### config.mk
export PLATFORM = sky130hd
export DESIGN_NAME = first_fit_block_allocator
export DESIGN_NICKNAME = d
export VERILOG_FILES = /design/src/rtl/core/ffba_pkg.sv /design/src/rtl/core/first_fit_block_allocator.sv
export SDC_FILE = /design/constraint.sdc
export NUM_CORES = 2
export LEC_CHECK = 0
export BUFFER_PORTS_ARGS = -buffer_cell sky130_fd_sc_hd__buf_2
export CORE_MARGIN = 1
export CORE_UTILIZATION = 33
export DETAILED_ROUTE_END_ITERATION = 6
export GPL_TIMING_DRIVEN = 0
export PLACE_DENSITY = 0.48
export SLEW_MARGIN = 30
export SYNTH_ARGS = -nofsm -noshare
export SYNTH_HDL_FRONTEND = slang
export SYNTH_SLANG_ARGS = --single-unit
### constraint.sdc
create_clock -name aclk -period 8 [get_ports aclk]
set_input_delay 0.8 -clock aclk [delete_from_list [all_inputs] [get_ports aclk]]
set_output_delay 0.8 -clock aclk [all_outputs]
set_load 0.02 [all_outputs]
### src/rtl/core/ffba_pkg.sv
// Shared types, constants and microcode ROM of the first-fit block allocator.
package ffba_pkg;

    // Arena and table geometry
    localparam int ARENA_BYTES  = 2048;
    localparam int MAX_BLOCKS   = 64;
    localparam int HEADER_BYTES = 12;

    // Field widths
    localparam int SIZE_W = 12;
    localparam int IDX_W  = $clog2(MAX_BLOCKS);
    localparam int CNT_W  = IDX_W + 1;
    localparam int OFF_W  = $clog2(ARENA_BYTES);
    localparam int TOP_W  = $clog2(ARENA_BYTES + 1);
    localparam int SUM_W  = $clog2(ARENA_BYTES + HEADER_BYTES + (1 << SIZE_W));
    localparam int STAT_W = 2;

    // Port packing
    localparam int S_DATA_W = ((SIZE_W + IDX_W + 7) / 8) * 8;
    localparam int M_DATA_W = ((OFF_W + IDX_W + SIZE_W + 7) / 8) * 8;

    typedef enum logic [STAT_W-1:0] {
        ST_OK        = 2'd0,
        ST_ZERO      = 2'd1,
        ST_NOSPACE   = 2'd2,
        ST_BADHANDLE = 2'd3
    } status_t;

    typedef enum logic {
        FN_ALLOC = 1'b0,
        FN_FREE  = 1'b1
    } func_t;

    // One table entry
    typedef struct packed {
        logic [SIZE_W-1:0] size;
        logic [OFF_W-1:0]  start;
        logic              free;
    } entry_t;

    // Microprogram step addresses
    typedef enum logic [3:0] {
        U_IDLE,
        U_DISPATCH,
        U_SCAN,
        U_APPEND_CHK,
        U_FREE_CHK,
        U_ZERO,
        U_CLAIM,
        U_NOSPACE,
        U_APPEND,
        U_BADH,
        U_FREE,
        U_RESP
    } step_t;

    // Jump conditions
    typedef enum logic [3:0] {
        C_NEVER,
        C_IN_XFER,
        C_FUNC_FREE,
        C_REQ_ZERO,
        C_HIT,
        C_SCAN_END,
        C_FULL,
        C_BAD_HANDLE,
        C_OUT_FREE
    } cond_t;

    // Datapath operations
    typedef enum logic [2:0] {
        A_NONE,
        A_ACCEPT,
        A_SCAN,
        A_CLAIM,
        A_APPEND,
        A_FREE,
        A_ERR,
        A_RESP
    } act_t;

    // Control word: two prioritized conditional jumps, a default target, an operation
    typedef struct packed {
        cond_t   cond_a;
        step_t   tgt_a;
        cond_t   cond_b;
        step_t   tgt_b;
        step_t   tgt_else;
        act_t    act;
        status_t st;
    } cw_t;

    // Microcode ROM
    function automatic cw_t ucode(step_t s);
        cw_t w;
        w = '{C_NEVER, U_IDLE, C_NEVER, U_IDLE, U_IDLE, A_NONE, ST_OK};
        unique case (s)
            U_IDLE:       w = '{C_IN_XFER, U_DISPATCH, C_NEVER, U_IDLE, U_IDLE,
                                A_ACCEPT, ST_OK};
            U_DISPATCH:   w = '{C_FUNC_FREE, U_FREE_CHK, C_REQ_ZERO, U_ZERO, U_SCAN,
                                A_NONE, ST_OK};
            U_SCAN:       w = '{C_HIT, U_CLAIM, C_SCAN_END, U_APPEND_CHK, U_SCAN,
                                A_SCAN, ST_OK};
            U_APPEND_CHK: w = '{C_FULL, U_NOSPACE, C_NEVER, U_IDLE, U_APPEND,
                                A_NONE, ST_OK};
            U_FREE_CHK:   w = '{C_BAD_HANDLE, U_BADH, C_NEVER, U_IDLE, U_FREE,
                                A_NONE, ST_OK};
            U_ZERO:       w = '{C_NEVER, U_IDLE, C_NEVER, U_IDLE, U_RESP,
                                A_ERR, ST_ZERO};
            U_CLAIM:      w = '{C_NEVER, U_IDLE, C_NEVER, U_IDLE, U_RESP,
                                A_CLAIM, ST_OK};
            U_NOSPACE:    w = '{C_NEVER, U_IDLE, C_NEVER, U_IDLE, U_RESP,
                                A_ERR, ST_NOSPACE};
            U_APPEND:     w = '{C_NEVER, U_IDLE, C_NEVER, U_IDLE, U_RESP,
                                A_APPEND, ST_OK};
            U_BADH:       w = '{C_NEVER, U_IDLE, C_NEVER, U_IDLE, U_RESP,
                                A_ERR, ST_BADHANDLE};
            U_FREE:       w = '{C_NEVER, U_IDLE, C_NEVER, U_IDLE, U_RESP,
                                A_FREE, ST_OK};
            U_RESP:       w = '{C_OUT_FREE, U_IDLE, C_NEVER, U_IDLE, U_RESP,
                                A_RESP, ST_OK};
            default:      w = '{C_NEVER, U_IDLE, C_NEVER, U_IDLE, U_IDLE,
                                A_NONE, ST_OK};
        endcase
        return w;
    endfunction

endpackage

### src/rtl/core/first_fit_block_allocator.sv
// Steps from input transfer to result valid: dispatch; zero size: error step; free: handle check, then
//   free or bad-handle step; allocate: scan, then claim, or append check, then append or out of space;
//   the response step then loads the output. One item at a time; the scan reads one entry per cycle
//   and the next item is taken the cycle after its result is loaded, even while it waits.
// Reset (aresetn low, synchronous): empties the table and arena, clears the output valid;
//   table memory contents are not cleared; entries not yet written may be read but are never used.
module first_fit_block_allocator
    import ffba_pkg::*;
(
    input  logic                aclk,
    input  logic                aresetn,
    // input stream
    input  logic                s_tvalid,
    output logic                s_tready,
    input  logic [S_DATA_W-1:0] s_tdata,   // request_bytes[11:0], block_handle[17:12], zeros
    input  logic                s_tuser,   // func
    // result stream
    output logic                m_tvalid,
    input  logic                m_tready,
    output logic [M_DATA_W-1:0] m_tdata,   // payload_offset[10:0], granted_index[16:11],
                                           // granted_size[28:17], zeros
    output logic [STAT_W-1:0]   m_tuser    // status
);

    localparam logic [OFF_W-1:0] HDR_OFF = OFF_W'(HEADER_BYTES);

    // Table memory
    entry_t entry_mem [MAX_BLOCKS];

    // Sequencer and datapath registers
    step_t             upc_reg, upc_next;
    logic              func_reg;
    logic [SIZE_W-1:0] req_reg;
    logic [IDX_W-1:0]  handle_reg;
    logic [CNT_W-1:0]  entry_count_reg;
    logic [TOP_W-1:0]  arena_top_reg;
    logic [CNT_W-1:0]  scan_idx_reg;
    logic              pend_vld_reg;
    logic [IDX_W-1:0]  pend_idx_reg;
    entry_t            rd_entry_reg;
    status_t           res_status_reg;
    logic [OFF_W-1:0]  res_off_reg;
    logic [IDX_W-1:0]  res_idx_reg;
    logic [SIZE_W-1:0] res_size_reg;
    logic              m_tvalid_reg;
    logic [M_DATA_W-1:0] m_tdata_reg;
    logic [STAT_W-1:0] m_tuser_reg;

    // Decoded control
    cw_t               cw;
    logic              in_xfer;
    logic              hit;
    logic              scan_end;
    logic              full;
    logic              bad_handle;
    logic              out_free;
    logic              take_a;
    logic              take_b;
    logic [SUM_W-1:0]  top_sum;
    logic              mem_we;
    logic [IDX_W-1:0]  mem_waddr;
    entry_t            mem_wdata;
    logic              mem_re;
    logic [IDX_W-1:0]  mem_raddr;
    logic              scan_adv;

    assign cw = ucode(upc_reg);

    // Status flags for the jump conditions
    assign in_xfer    = s_tvalid && s_tready;
    assign hit        = pend_vld_reg && rd_entry_reg.free && (rd_entry_reg.size >= req_reg);
    assign scan_end   = !pend_vld_reg;
    assign top_sum    = SUM_W'(arena_top_reg) + SUM_W'(HEADER_BYTES) + SUM_W'(req_reg);
    assign full       = (entry_count_reg >= CNT_W'(MAX_BLOCKS))
                        || (top_sum > SUM_W'(ARENA_BYTES));
    assign bad_handle = ({1'b0, handle_reg} >= entry_count_reg);
    assign out_free   = !m_tvalid_reg || m_tready;

    // Evaluate both jump conditions of the current control word
    always_comb begin
        unique case (cw.cond_a)
            C_IN_XFER:    take_a = in_xfer;
            C_FUNC_FREE:  take_a = (func_reg == FN_FREE);
            C_REQ_ZERO:   take_a = (req_reg == '0);
            C_HIT:        take_a = hit;
            C_SCAN_END:   take_a = scan_end;
            C_FULL:       take_a = full;
            C_BAD_HANDLE: take_a = bad_handle;
            C_OUT_FREE:   take_a = out_free;
            default:      take_a = 1'b0;
        endcase
        unique case (cw.cond_b)
            C_IN_XFER:    take_b = in_xfer;
            C_FUNC_FREE:  take_b = (func_reg == FN_FREE);
            C_REQ_ZERO:   take_b = (req_reg == '0);
            C_HIT:        take_b = hit;
            C_SCAN_END:   take_b = scan_end;
            C_FULL:       take_b = full;
            C_BAD_HANDLE: take_b = bad_handle;
            C_OUT_FREE:   take_b = out_free;
            default:      take_b = 1'b0;
        endcase
    end

    // Next step
    always_comb begin
        priority if (take_a) begin
            upc_next = cw.tgt_a;
        end else if (take_b) begin
            upc_next = cw.tgt_b;
        end else begin
            upc_next = cw.tgt_else;
        end
    end

    // Memory port controls from the current operation
    always_comb begin
        s_tready  = (cw.act == A_ACCEPT);
        scan_adv  = (cw.act == A_SCAN) && !hit && !scan_end;
        mem_re    = 1'b0;
        mem_raddr = scan_idx_reg[IDX_W-1:0];
        mem_we    = 1'b0;
        mem_waddr = pend_idx_reg;
        mem_wdata = rd_entry_reg;
        unique case (cw.act)
            A_ACCEPT: begin
                mem_re    = in_xfer;
                mem_raddr = s_tuser ? s_tdata[SIZE_W +: IDX_W] : '0;
            end
            A_SCAN: begin
                mem_re = scan_adv;
            end
            A_CLAIM: begin
                mem_we         = 1'b1;
                mem_wdata.free = 1'b0;
            end
            A_APPEND: begin
                mem_we    = 1'b1;
                mem_waddr = entry_count_reg[IDX_W-1:0];
                mem_wdata = '{size: req_reg, start: arena_top_reg[OFF_W-1:0], free: 1'b0};
            end
            A_FREE: begin
                mem_we         = 1'b1;
                mem_waddr      = handle_reg;
                mem_wdata.free = 1'b1;
            end
            default: begin
                mem_re = 1'b0;
            end
        endcase
    end

    // Table memory: one write port, one registered read port
    always_ff @(posedge aclk) begin
        if (mem_we) begin
            entry_mem[mem_waddr] <= mem_wdata;
        end
        if (mem_re) begin
            rd_entry_reg <= entry_mem[mem_raddr];
        end
    end

    // Control state
    always_ff @(posedge aclk) begin
        if (!aresetn) begin
            upc_reg         <= U_IDLE;
            entry_count_reg <= '0;
            arena_top_reg   <= '0;
            m_tvalid_reg    <= 1'b0;
            pend_vld_reg    <= 1'b0;
        end else begin
            upc_reg <= upc_next;
            // prime the scan with entry 0 on accept, advance one entry per scan step
            if (cw.act == A_ACCEPT && in_xfer) begin
                pend_vld_reg <= (entry_count_reg != '0);
            end else if (scan_adv) begin
                pend_vld_reg <= (scan_idx_reg < entry_count_reg);
            end
            // append the new block at the arena top
            if (cw.act == A_APPEND) begin
                entry_count_reg <= entry_count_reg + 1'b1;
                arena_top_reg   <= top_sum[TOP_W-1:0];
            end
            // load the output register, drop it once taken
            if (cw.act == A_RESP && out_free) begin
                m_tvalid_reg <= 1'b1;
            end else if (m_tready) begin
                m_tvalid_reg <= 1'b0;
            end
        end
    end

    // Payload registers
    always_ff @(posedge aclk) begin
        if (cw.act == A_ACCEPT && in_xfer) begin
            func_reg     <= s_tuser;
            req_reg      <= s_tdata[SIZE_W-1:0];
            handle_reg   <= s_tdata[SIZE_W +: IDX_W];
            pend_idx_reg <= '0;
            scan_idx_reg <= CNT_W'(1);
        end else if (scan_adv) begin
            pend_idx_reg <= scan_idx_reg[IDX_W-1:0];
            scan_idx_reg <= scan_idx_reg + 1'b1;
        end
        unique case (cw.act)
            A_CLAIM: begin
                res_status_reg <= ST_OK;
                res_off_reg    <= rd_entry_reg.start + HDR_OFF;
                res_idx_reg    <= pend_idx_reg;
                res_size_reg   <= rd_entry_reg.size;
            end
            A_APPEND: begin
                res_status_reg <= ST_OK;
                res_off_reg    <= arena_top_reg[OFF_W-1:0] + HDR_OFF;
                res_idx_reg    <= entry_count_reg[IDX_W-1:0];
                res_size_reg   <= req_reg;
            end
            A_FREE: begin
                res_status_reg <= ST_OK;
                res_off_reg    <= rd_entry_reg.start + HDR_OFF;
                res_idx_reg    <= handle_reg;
                res_size_reg   <= rd_entry_reg.size;
            end
            A_ERR: begin
                res_status_reg <= cw.st;
                res_off_reg    <= '0;
                res_idx_reg    <= '0;
                res_size_reg   <= '0;
            end
            default: begin
                res_status_reg <= res_status_reg;
            end
        endcase
        if (cw.act == A_RESP && out_free) begin
            m_tdata_reg <= M_DATA_W'({res_size_reg, res_idx_reg, res_off_reg});
            m_tuser_reg <= res_status_reg;
        end
    end

    assign m_tvalid = m_tvalid_reg;
    assign m_tdata  = m_tdata_reg;
    assign m_tuser  = m_tuser_reg;

endmodule

* After elaboration in Yosys (flattened, before gate mapping) *
Memory sizes are Yosys's and may differ from the RTL's. A register that Yosys moved wholly into a read port is not among the register bits.
Cells that the tools add are included.

storage, ports and cells
  register bits = 115
  RAM bits = 1536
  bits in read-only memories = 352
  input bits = 29
  output and inout port bits = 36
  logic and storage cells = 95
  memories = 2

operators by class
  add/sub/neg operators = 6
  order comparisons = 5
  equality and inequality tests = 23
  mux-type cells = 22
  reductions and logical operators = 22

memory list
  name              words  bits a word  read ports  clocked after Yosys merged registers in  wr ports  RTL line                         text
  entry_mem         64     24           1           1                                        1         first_fit_block_allocator.sv:28  entry_t entry_mem [MAX_BLOCKS];
  (name not given)  16     22           1           1                                        0         ffba_pkg.sv:97                   unique case (s)

operators by type and width
  kind                                                  count
  one-hot mux 12 bit (3 select lines)                   1
  one-hot mux 11 bit (3 select lines)                   1
  == test 4 x 3 -> 1 bit, second input constant         8
  one-hot mux 6 bit (4 select lines)                    1
  2-to-1 mux 23 bit                                     1
  adder 11 x 4 -> 11 bit, second input constant         2
  == test 4 x 2 -> 1 bit, second input constant         4
  one-hot mux 1 bit (8 select lines)                    2
  adder 7 x 1 -> 7 bit, second input constant           2
  adder 12 x 4 -> 13 bit, second input constant         1
  adder 13 x 12 -> 13 bit                               1
  > comparator 13 x 12 -> 1 bit, second input constant  1
  == test 3 bit, second input constant                  4
  >= comparator 12 bit                                  1
  logical NOT 12 bit                                    1
  2-to-1 mux 4 bit                                      3
  2-to-1 mux 6 bit                                      2
  one-hot mux 6 bit (2 select lines)                    1
  == test 4 x 1 -> 1 bit, second input constant         2
  == test 4 bit, second input constant                  2
  >= comparator 6 x 7 -> 1 bit                          1
  >= comparator 7 bit, second input constant            1
  logical AND 1 bit                                     7
  < comparator 7 bit                                    1
  13 further kinds                                      27

* Logic depth before layout (Yosys ltp) *
  depth after elaboration = 8
  depth in mapped cells = 18
  mapped depth without buffers = 18

* Worst setup path before layout *
OpenSTA, ideal clock, no wires.

  kind = reg2reg
  start point = register, netlist name cw[3]
  end point = memory entry_mem[0][12] in the netlist's numbering (data pin)
  library setup time = 702 ps
  data arrival time = 3951 ps
  required time = 7298 ps
  slack = 3347 ps
  stages on the path, launching flop included = 7
  path buffers = 3
  clock period less this slack = 4653 ps
  cell sequence = dfxtp_1 nand2b_1 clkbuf_1 clkbuf_1 nor2_1 clkbuf_1 o21ai_0

RTL lines
  element           RTL line
  end: declaration  first_fit_block_allocator.sv:28

* Final worst setup path *
  start point = register, netlist name cw[3]
  end point = register, netlist name rd_entry_reg[0]

on the way
  longest elaborated chain between the ends = 4
  elaborated cells between the ends (all ways) = 7
  classes of those cells = 2 x eq/ne; 2 x mux; 3 x reduce/logical

RTL lines
  element                             RTL line                                                            text
  == test 3 x 2 -> 1 bit              first_fit_block_allocator.sv:119, first_fit_block_allocator.sv:125
  logical AND 1 bit (2 in series)     first_fit_block_allocator.sv:119                                    scan_adv = (cw.act == A_SCAN) && !hit && !scan_end;
  one-hot mux 1 bit (2 select lines)  first_fit_block_allocator.sv:125                                    unique case (cw.act)

Several ways; a longest one is shown, not always the timed one.
A chain may end at the register's enable or synchronous reset.

==> metrics.yaml <==
clock_tree:
  htree_levels: 4
  hold_buffers: 0
  root_buffer: "clkbuf_16"
  cts_buffers: 181
  clk_path_buf_depth: 3
  insertion_delay_ns: 0.84
  tritoncts: "built"
  cts.sinks: 1694
  path_clk_slew_ns: 0.06
  cts-resized-gates: 0
  cts_setup_buffers: 0
logic_synthesis:
  netlist_area_mm2: 0.0691
  synth_simple_gate_area_frac: 0.0997
  synth_edf_count: 1641
  synth_mux_area_frac: 0.00295
  synth-async-reset-ratio: 0
  seq_area_frac_synth: 0.729
  synth_top_family_by_area: "compound AO/OA/AOI/OAI gates"
  synth_compound_area_frac: 0.132
  synth_fa_ha_area_frac: 0.0103
  netlist_instances: 5010
  synthXorXnorAreaFrac: 0.00342
  yosysUniqueCellTypes: 84
  yosys_warnings: 0
  synthesis.area_per_instance_um2: 13.8
  ys.flop_type: "edfxtp_1"
  synth_seq_cells: 1694
pwr:
  ir_drop_uv: 225
  p_leak_nw: 26.5
  power_density_mw_per_mm2: 371
timing:
  period_share: 0.732
  max_freq_mhz: 171
  maxSlewViolCount: 0
  finalCriticalPeriod_ns: 5.86
  totalNegativeSetupSlack_ns: 0
  tightest_slew_ns: 1.04
  worst_hold_slack_ns: 0.154
  rsz0062_at_grt: "false"
  setup_violations: 0
  post-route-worst-setup-slack_ns: 2.14
  hold_viol_final: 0
  finalClockSkew_ns: 0.0348
  relSlewSlack: 0.307
final_layout:
  nFillCells: 19200
  syn_to_final_growth_pct: 19.7
  final_nets: 5475
  stdcell_area_mm2: 0.0827
  drive_above_1_share: 0.110
  largest_reg_flops: 1536
route:
  drc: 0
  detail_route.wl_per_cell_um: 27.6
  routed_wl_mm: 230
  viasPerCell: 5.37
  antenna_left: 0
  drt_pass1_iterations: 6
  drt-initial-drc-count: 5011
  vias: 44600
floorplanning:
  core_mm2: 0.207
  die_area_mm2: 0.211
  die_y_um: 459
  row_count: 167
  start_util: 0.333
  die_x_um: 459
  ios: 65
placed_design:
  place_area_mm2: 0.0770
  globalplace.congestion: 1.06
  dpl.hpwl_mm: 169
  io_buffers: 55
  place_ws_ns: 2.33
critical_path:
  critPathKind: "flop to flop"
  path_max_fanout: 10
  worstSetupEndpointType: "flop"
  crit_required_ns: 8.61
  worstPathArrival_ns: 6.47
  worst_setup_path_start_kind: "flop"
global_routing:
  grt_max_degree: 41
  grt_pass1_vias: 42500
  grt_pass1_wl_mm: 323
  grt-ovfl-total: 0
  grt_antenna_before_repair: 12
  grt_usage: 0.216
hold_path:
  holdCritPathClass: "input pin to flop"
flow_run:
  max_cap_viol_count: 0
outcome:
  status: "completed"
==> cells in the mapped netlist (8+ instances only) <==
master    instances  area, um^2
ha_1             55         688
nand3_1          15        75.1
nor2_1          131         492
dfxtp_1          53        1060
clkbuf_1        323        1210
o31ai_1          12        90.1
a311oi_1        193        1690
edfxtp_1       1641       49300
xor2_1           12         105
inv_1            41         154
nor3_1            8        40.0
a211oi_1        557        4180
o21a_1            8        60.1
nand2b_1          8        50.1
a21o_1           13        97.6
and2_1          388        2430
nand2_1         902        3390
o21ai_0          38         190
mux2i_1          17         170
a21oi_1         240        1200
a31oi_1         195        1220
buf_1            17        63.8
buf_2            20         100
xnor2_1          15         131
==> cells in the final DEF, fill, tap and decap left out, types with 14 or more instances in the layout <==
cell type,count
buf_8,25
nand2_1,883
o21ai_4,14
clkbuf_1,339
nor2_4,65
clkinv_1,42
xnor2_1,14
a21oi_1,238
and2_1,388
buf_2,75
buf_1,16
dfxtp_1,53
inv_1,41
clkbuf_2,28
buf_16,97
nor2_1,67
a211oi_1,557
a31oi_1,195
a311oi_1,193
clkinv_2,19
ha_1,55
edfxtp_1,1641
o21ai_0,22
mux2i_1,17
buf_12,16
clkbuf_16,182
==> metrics by stage <==
stage | total power [mW] | instances | utilization
3_5_place_dp | 22.6 | 7995 | 0.371
5_1_grt | 31.6 | 8314 | 0.398
3_3_place_gp | 21.9 | 7855 | 0.351
6_report | 30.6 | 8316 | 0.398
2_1_floorplan | 16.5 | 5012 | -
4_1_cts | 30.7 | 8313 | 0.398
==> logic make-up (layout without fill, tap and decap cells) <==
group	Yosys count	after routing
AOI/OAI and AO/OA	1298	1298
xor gates and xnor gates	27	27
other	1	6
buffers and inverters	407	920
and+or+nand+nor	1508	1508
adders and majority gates	56	56
DFF	1694	1694
muxes	19	19
==> critical path, cell delays in order (launching register included) <==
cell and delay, ns:
dfxtp_1 0.45, or3b_1 0.42, buf_2 0.20, o21ai_1 0.23, buf_2 0.49, buf_2 0.56
buf_2 0.50, clkbuf_1 0.72, nand2_1 0.13, a311oi_1 0.76, a211oi_1 0.10, a21oi_1 0.36
a21oi_1 0.24, a21oi_1 0.42
==> path summary, 6_finish.rpt <==
path                            depth (start not counted)  slack (ns)         endpoint            start
worst min-delay path                                    1        0.15       req_reg[8]       s_tdata[8]
worst max register to register                         13        2.14  rd_entry_reg[0]            cw[3]
worst max-delay path                                   13        2.14  rd_entry_reg[0]            cw[3]
worst min register to register                          0        0.42      m_tdata[22]  res_size_reg[5]
==> metal layers <==
metal,vias to the layer above,GRT usage,share of wire,wire length (um)
met5,-,0,0,0
met4,0,0.0758,0.036,8190
li1,20000,-,-,-
met2,1656,0.333,0.45,103000
met3,325,0.0333,0.067,15400
met1,22600,0.307,0.45,103000
==> area by class of cell <==
cell class | instances | area [um^2] | share of cell area
Sequential cell | 1694 | 50300 | 0.609
Multi-Input combinational cell | 2911 | 17900 | 0.217
Clock buffer | 225 | 4720 | 0.0571
Timing Repair Buffer | 195 | 3660 | 0.0442
Tap cell | 2788 | 3490 | 0.0422
Buffer | 365 | 1460 | 0.0177
Clock inverter | 93 | 920 | 0.0111
Inverter | 42 | 158 | 0.00191
Antenna cell | 3 | 7.51 | 0.0000908
==> report_power, final <==
part	leakage, nW	internal (mW)	total (mW)	switching (mW)
logic	8.57	2.87	11.1	8.21
registers	15.2	11.3	11.4	0.163
clock network	2.73	4.60	8.14	3.54
(Power assumes the default switching activity.)
